===== src/psseq_pkg.sv =====
// ---------------------------------------------------------------------------
// psseq_pkg
// Shared types, codes and constants of the SoC power-state sequencer.
// ---------------------------------------------------------------------------
`default_nettype none

package psseq_pkg;

  // field widths
  localparam int MSG_W      = 2;
  localparam int PCT_W      = 7;
  localparam int UW_W       = 27;
  localparam int STATE_W    = 5;
  localparam int PEND_W     = 3;
  localparam int EVENT_W    = 3;
  localparam int STATUS_W   = 2;
  localparam int CFG_IDX_W  = 2;
  localparam int CFG_DATA_W = 27;

  // configuration register indexes
  localparam logic [CFG_IDX_W-1:0] CFG_BATT_SHUTDOWN = 2'd0;
  localparam logic [CFG_IDX_W-1:0] CFG_RESTRICTED_UW = 2'd1;
  localparam logic [CFG_IDX_W-1:0] CFG_FULL_UW       = 2'd2;

  // configuration reset values
  localparam logic [PCT_W-1:0] BATT_SHUTDOWN_RST = 7'd3;
  localparam logic [UW_W-1:0]  RESTRICTED_UW_RST = 27'd1000000;
  localparam logic [UW_W-1:0]  FULL_UW_RST       = 27'd3500000;

  // power states, numbered densely
  typedef enum logic [STATE_W-1:0] {
    ST_G3,
    ST_G3S5_STOD,
    ST_G3S5,
    ST_S5_RS0,
    ST_S5_STODS0,
    ST_S5_SOS5_SOF,
    ST_S5_SOFS5_SO,
    ST_S5_SOFS5_APR,
    ST_S5_APRS5_SOF,
    ST_S5_APRS5_R,
    ST_S5_STODG3,
    ST_S5_SOFG3,
    ST_S5_RG3,
    ST_S5G3,
    ST_S5,
    ST_S5_R,
    ST_S5_STOD,
    ST_S5_APR,
    ST_S5_SOF,
    ST_S5_SO,
    ST_S3,
    ST_S0,
    ST_S0S5_SOF,
    ST_S3S5_SOF,
    ST_S3S5,
    ST_S5S3,
    ST_S3S0,
    ST_S0S3
  } pwr_state_t;

  // host message codes on the input
  typedef enum logic [MSG_W-1:0] {
    MSG_NONE,
    MSG_ENTER_S0,
    MSG_ENTER_S3,
    MSG_ENTER_S5
  } host_msg_t;

  // one-hot pending message
  localparam logic [PEND_W-1:0] PEND_NONE = 3'b000;
  localparam logic [PEND_W-1:0] PEND_S0   = 3'b001;
  localparam logic [PEND_W-1:0] PEND_S3   = 3'b010;
  localparam logic [PEND_W-1:0] PEND_S5   = 3'b100;

  typedef enum logic [EVENT_W-1:0] {
    EV_NONE,
    EV_STARTUP,
    EV_SHUTDOWN,
    EV_RESUME,
    EV_SUSPEND
  } notify_t;

  typedef enum logic [STATUS_W-1:0] {
    PS_INSUFFICIENT,
    PS_RESTRICTED,
    PS_FULL
  } pwr_status_t;

  typedef struct packed {
    pwr_state_t        state;
    logic [PEND_W-1:0] pending;
    logic              reset_line;
    logic              isolation;
    logic              bist_done;
  } seq_state_t;

  typedef struct packed {
    logic [PCT_W-1:0] batt_shutdown;
    logic [UW_W-1:0]  restricted_uw;
    logic [UW_W-1:0]  full_uw;
  } seq_cfg_t;

  typedef struct packed {
    logic [MSG_W-1:0] new_message;
    logic             button_pressed;
    logic [PCT_W-1:0] battery_percent;
    logic             external_power;
    logic [UW_W-1:0]  charger_power_uw;
  } in_item_t;

  typedef struct packed {
    logic [STATE_W-1:0]  next_state;
    logic                ap_in_reset;
    logic                ap_isolate_reg;
    logic                bist_released;
    logic [EVENT_W-1:0]  notify_event;
    logic                status_valid;
    logic [STATUS_W-1:0] boot_power;
  } out_item_t;

endpackage

`default_nettype wire


===== src/psseq_step.sv =====
// ---------------------------------------------------------------------------
// psseq_step
// One step of the power machine: message latch, next state, control updates,
// lifecycle notification and boot-power classification.
// ---------------------------------------------------------------------------
`default_nettype none

module psseq_step
  import psseq_pkg::*;
(
  input  seq_state_t cur,
  input  in_item_t   item,
  input  seq_cfg_t   cfg,
  output seq_state_t nxt,
  output out_item_t  res
);

  logic [PEND_W-1:0] pend_in;
  pwr_status_t       cls;
  notify_t           ev;
  logic              sv;
  pwr_state_t        state_next;
  logic [PEND_W-1:0] pending_next;
  logic              reset_line_next;
  logic              isolation_next;
  logic              bist_done_next;

  // latch a new host message, replacing any pending one
  always_comb begin
    case (host_msg_t'(item.new_message))
      MSG_ENTER_S0: pend_in = PEND_S0;
      MSG_ENTER_S3: pend_in = PEND_S3;
      MSG_ENTER_S5: pend_in = PEND_S5;
      default:      pend_in = cur.pending;
    endcase
  end

  // boot-power classification, compares in priority order
  always_comb begin
    if (item.battery_percent > cfg.batt_shutdown) begin
      cls = PS_FULL;
    end else if (!item.external_power) begin
      cls = PS_INSUFFICIENT;
    end else if (item.charger_power_uw < cfg.restricted_uw) begin
      cls = PS_INSUFFICIENT;
    end else if (item.charger_power_uw < cfg.full_uw) begin
      cls = PS_RESTRICTED;
    end else begin
      cls = PS_FULL;
    end
  end

  // next state and message consumption
  always_comb begin
    state_next   = cur.state;
    pending_next = pend_in;
    unique case (cur.state)
      ST_G3:                          state_next = ST_G3S5_STOD;
      ST_G3S5_STOD, ST_G3S5:          state_next = ST_S5_STOD;
      ST_S5_RS0, ST_S5_STODS0:        state_next = ST_S0;
      ST_S5_SOS5_SOF:                 state_next = ST_S5_SOF;
      ST_S5_SOFS5_SO:                 state_next = ST_S5_SO;
      ST_S5_SOFS5_APR:                state_next = ST_S5_APR;
      ST_S5_APRS5_SOF:                state_next = ST_S5_SOF;
      ST_S5_APRS5_R:                  state_next = ST_S5_R;
      ST_S5_STODG3, ST_S5_SOFG3,
      ST_S5_RG3, ST_S5G3:             state_next = ST_G3;
      ST_S5, ST_S5_SO:                state_next = cur.state;
      ST_S5_R: begin
        if (pend_in == PEND_S0) begin
          pending_next = PEND_NONE;
          state_next   = ST_S5_RS0;
        end
      end
      ST_S5_STOD: begin
        if (pend_in == PEND_S0) begin
          pending_next = PEND_NONE;
          state_next   = ST_S5_STODS0;
        end
      end
      ST_S5_APR:                      state_next = ST_S5_APRS5_R;
      ST_S5_SOF: begin
        if (item.button_pressed) begin
          state_next = ST_S5_SOFS5_APR;
        end
      end
      ST_S3: begin
        if (pend_in == PEND_S0) begin
          pending_next = PEND_NONE;
          state_next   = ST_S3S0;
        end else if (pend_in == PEND_S5) begin
          pending_next = PEND_NONE;
          state_next   = ST_S3S5_SOF;
        end
      end
      ST_S0: begin
        if (pend_in == PEND_S3) begin
          pending_next = PEND_NONE;
          state_next   = ST_S0S3;
        end else if (pend_in == PEND_S5) begin
          pending_next = PEND_NONE;
          state_next   = ST_S0S5_SOF;
        end
      end
      ST_S0S5_SOF, ST_S3S5_SOF, ST_S3S5: state_next = ST_S5_SOF;
      // entering S3 from S5 behaves as resume to S0
      ST_S5S3, ST_S3S0:               state_next = ST_S0;
      ST_S0S3:                        state_next = ST_S3;
      default:                        state_next = cur.state;
    endcase
  end

  // control lines, notification and status report
  always_comb begin
    reset_line_next = cur.reset_line;
    isolation_next  = cur.isolation;
    bist_done_next  = cur.bist_done;
    ev              = EV_NONE;
    sv              = 1'b0;
    unique case (cur.state)
      ST_G3S5_STOD, ST_G3S5: sv = 1'b1;
      ST_S5_RS0, ST_S5_STODS0: ev = EV_STARTUP;
      ST_S5_SOFS5_APR: reset_line_next = 1'b1;
      ST_S5_APRS5_SOF: begin
        reset_line_next = 1'b0;
        bist_done_next  = 1'b1;
      end
      ST_S5_APRS5_R: begin
        sv              = 1'b1;
        isolation_next  = 1'b1;
        reset_line_next = 1'b0;
        bist_done_next  = 1'b1;
      end
      ST_S0S5_SOF, ST_S3S5_SOF, ST_S3S5: begin
        ev              = EV_SHUTDOWN;
        reset_line_next = 1'b1;
        isolation_next  = 1'b0;
      end
      ST_S5S3, ST_S3S0: ev = EV_RESUME;
      ST_S0S3:          ev = EV_SUSPEND;
      default: ;
    endcase
  end

  // updated machine state and result item
  always_comb begin
    nxt.state          = state_next;
    nxt.pending        = pending_next;
    nxt.reset_line     = reset_line_next;
    nxt.isolation      = isolation_next;
    nxt.bist_done      = bist_done_next;
    res.next_state     = state_next;
    res.ap_in_reset    = reset_line_next;
    res.ap_isolate_reg = isolation_next;
    res.bist_released  = bist_done_next;
    res.notify_event   = ev;
    res.status_valid   = sv;
    res.boot_power     = sv ? cls : PS_INSUFFICIENT;
  end

endmodule

`default_nettype wire


===== config.mk =====
export PLATFORM = sky130hd
export DESIGN_NAME = psseq_step
export DESIGN_NICKNAME = d
export VERILOG_FILES = /design/src/psseq_pkg.sv /design/src/psseq_step.sv
export SDC_FILE = /design/constraint.sdc
export NUM_CORES = 1
export LEC_CHECK = 0
export BUFFER_PORTS_ARGS = -buffer_cell sky130_fd_sc_hd__buf_2
export CORE_ASPECT_RATIO = 1.4
export CORE_MARGIN = 10
export CORE_UTILIZATION = 46
export DETAILED_ROUTE_END_ITERATION = 8
export PLACE_DENSITY_LB_ADDON = 0.12
export SLEW_MARGIN = 20
export SYNTH_ARGS = -nofsm -noshare
export SYNTH_HDL_FRONTEND = slang
export SYNTH_SLANG_ARGS = --single-unit

===== constraint.sdc =====
create_clock -name vclk -period 3.05
set_clock_uncertainty 0.15 [all_clocks]
set_input_delay 0.4575 -clock vclk [all_inputs]
set_output_delay 0.4575 -clock vclk [all_outputs]
set_load 0.005 [all_outputs]

Word-level counts from Yosys, hierarchy flattened
Index checks and enable logic that the tools add are counted.

storage, ports and cells
  flip-flop bits (word level) = 0
  bits of input ports = 110
  output and inout bits = 25
  logic and storage cells = 70

operators by class
  magnitude comparators = 3
  equality and inequality tests = 31
  muxes and demuxes = 24
  reduce and logical (&&, ||, !) cells = 12

operators by type and width
  kind                  number
  $pmux W5 S15          1
  $eq A5 B5 Y1 const B  11
  $lt A27 B27 Y1        2
  $eq A5 B4 Y1 const B  7
  $mux W5               7
  $eq A5 B3 Y1 const B  4
  $pmux W3 S3           2
  $mux W3               4
  $pmux W3 S4           1
  $reduce_or A4 Y1      3
  $eq A5 B2 Y1 const B  2
  $mux W2               5
  $reduce_or A2 Y1      5
  $gt A7 B7 Y1          1
  $reduce_or A3 Y1      2
  $eq A5 B1 Y1 const B  1
  $logic_not A5 Y1      1
  $reduce_or A5 Y1      1
  $eq A2 B2 Y1 const B  2
  $pmux W1 S2           2
  $eq A3 B1 Y1 const B  1
  $eq A3 B2 Y1 const B  1
  $eq A3 B3 Y1 const B  1
  $eq A2 B1 Y1 const B  1
  $mux W1               2

Logic depth before layout (Yosys ltp)
  depth after elaboration = 6
  mapped depth = 8
  depth with buffers taken out = 8

Least setup slack after synthesis
No wires, ideal clock.

  path kind = input-to-output
  start point = input cfg[14] in the netlist's numbering
  end point = output res[0] in the netlist's numbering
  arrival time = 1985 ps
  required time = 2442 ps
  setup slack = 458 ps
  stages on the path = 7
  path buffers = 0
  path through = inv_1 -> ha_1 -> a21oi_2 -> o21ai_1 -> a221o_1 -> or3_1 -> nor4b_2

RTL lines
  what                RTL line          text
  start: declaration  psseq_step.sv:13  input seq_cfg_t cfg,
  end: declaration    psseq_step.sv:15  output out_item_t res

==> qor.yml <==
dp.cells: 515
drc: 0
dp_hpwl_mm: 6.50
dr.pass1.iters: 4
first_global_vias: 2748
hold-worst-slack_ps: 1030
synth_warnings: 0
grt_max_degree: 24
ys_seq_area_share_pct: 0
finish.instance_area_sq_um: 2880
antenna_cells: 0
cp.arrival_ps: 2280
path_cells: "buf_2 -> ha_1 -> nand4_1 -> nor4_1 -> a221o_1 -> or3_1 -> nor4b_2 -> buf_2"
maxSlewHeadroom_pct: 65.4
fin_setup_tns_ps: 0
synth_area_per_cell_sq_um: 6.61
critical-path-top-delay-family: "simple AND/OR/NAND/NOR gates"
syn_nets: 506
cts_resized: 0
final_cell_mix: "buf_2, inv_1, ha_1"
leakage_nw: 1.71
postCtsSetupBuffers: 0
die_area_sq_um: 8070
ir_drop_mv: 0.0575
nets: 624
crit_cells: 8
critPathCaptureType: "primary output"
rows: 29
max_slew.worst_pin.slew_ps: 515
synth_cell_types: 50
vias_per_cell: 5.29
grt_util_all_layers_pct: 16.5
hold_viol_final: 0
min_period_ps: 2890
switching_share_pct: 52.1
hold_depth: 3
pin_count: 135
rsz0062_at_grt: "false"
slew_viol_final: 0
syn_to_final_growth_pct: 29.0
drt_iter0_drc: 71
vias: 2726
finalCritPeriodShare_pct: 94.7
hold_class: "input pin to primary output"
path_buf_inv: 2
path_class: "input pin to primary output"
powerDensity_nw_per_um2: 126
cts-hold-fix-buffers: 0
die_w_microns: 78.8
comb_power_share_pct: 100.0
gp_congestion: 0.894
p_seq_share_pct: 0
wl_per_cell_microns: 13.8
fin_cells: 515
seq_cell_count: 0
startpoint_type: "input pin"
fmaxAchievable_mhz: 346
overflow: 0
p_switching_w: 0.000189
cap_violations: 0
wl_mm: 7.09
cpMaxStageDelayCell: "or3_1"
required_ps: 2440
portBuffers: 135
setup_viol: 0
grt_pass1_wl_mm: 11.6
nClkBuffers: 0
worst_slack_ps: 162
core_area_sq_um: 4610
layout_commonest_cell: "buf_2"
synthesis.area_sq_um: 2230
antenna_found_initial: 0
seq_area_sq_um: 0
detail-route-antenna-nets: 0
worst_path_most_repeated_cell: "buf_2"
dieHeight_microns: 102
status: "complete, no violations"
syn_inst: 337
initial_core_util_pct: 48.4
dpl_worst_slack_ps: 162
cp_max_fo: 3
intPower_w: 0.000173
drive_above_1_share_pct: 32.5
critPathMaxStageDelay_ps: 390
dpl_cell_area_sq_um: 2880
clkPwrFrac_pct: 0
-- power by group through the flow --
stage	Clock, W	Sequential, W	Combinational (W)
5_1_grt	0	0	0.000422
3_5_place_dp	0	0	0.000366
4_1_cts	0	0	0.000367
6_report	0	0	0.000362
3_3_place_gp	0	0	0.000358
2_1_floorplan	0	0	0.000230
-- final cells by class --
cell class	instances	area (sq um)
fill	491	1730
inverter	62	233
multi-input combinational	253	1870
tap	62	77.6
timing repair buffer	138	698
-- per-stage QoR --
stage / utilization [%] / power (W)
after floorplan: - / 0.000230
after global placement: 62.4 / 0.000358
after detailed placement: 62.4 / 0.000366
after CTS: 62.4 / 0.000367
after global routing: 62.4 / 0.000422
final: 62.4 / 0.000362
-- synthesized netlist by cell type (2+ instances only) --
cell / number / area share (%)
o31ai_1: 4 / 1.3
or3_1: 2 / 0.56
nand3_1: 7 / 1.6
nor2_1: 20 / 3.4
a31oi_1: 4 / 1.1
a221oi_1: 2 / 0.79
o211ai_1: 2 / 0.67
inv_1: 60 / 10
mux2i_1: 2 / 0.90
a21o_1: 4 / 1.3
nor2b_1: 4 / 1.1
o21a_1: 4 / 1.3
a221o_1: 2 / 0.90
nand4_1: 9 / 2.5
a21oi_2: 3 / 1.2
nand2_1: 29 / 4.9
ha_1: 59 / 33
o21ai_1: 5 / 1.1
nand3b_1: 2 / 0.67
inv_2: 2 / 0.34
o221ai_1: 2 / 0.79
a31o_2: 2 / 0.79
nor4_1: 2 / 0.56
a21oi_1: 29 / 6.5
a211oi_1: 5 / 1.7
nand2b_1: 6 / 1.7
o21ai_0: 15 / 3.4
o22ai_1: 2 / 0.56
nor3_1: 7 / 1.6
clkbuf_1: 9 / 1.5
buf_4: 12 / 4.0
xor2_1: 2 / 0.79
-- cells by family after synthesis --
logic type,count (synthesis),synth area share (%)
AOI/OAI and AO/OA,96,27.8
xor gates and xnor gates,2,0.786
adders and majority gates,59,33.1
buffers and inverters,84,16.2
muxes,2,0.898
and+or+nand+nor,94,21.2
-- routing by layer --
metal / part of all wire [%] / vias up / GRT usage (%)
met5: 0 / - / 0
met4: 1.6 / 0 / 2.35
met3: 9.8 / 10 / 5.27
met2: 53 / 108 / 33.1
met1: 36 / 1189 / 16.2
li1: - / 1419 / -
-- worst paths after layout --
kind | endpoint | startpoint
worst max-delay path | res[0] | item[22]
worst min-delay path | nxt[0] | cur[0]
Power figures use the tool's default switching activity.
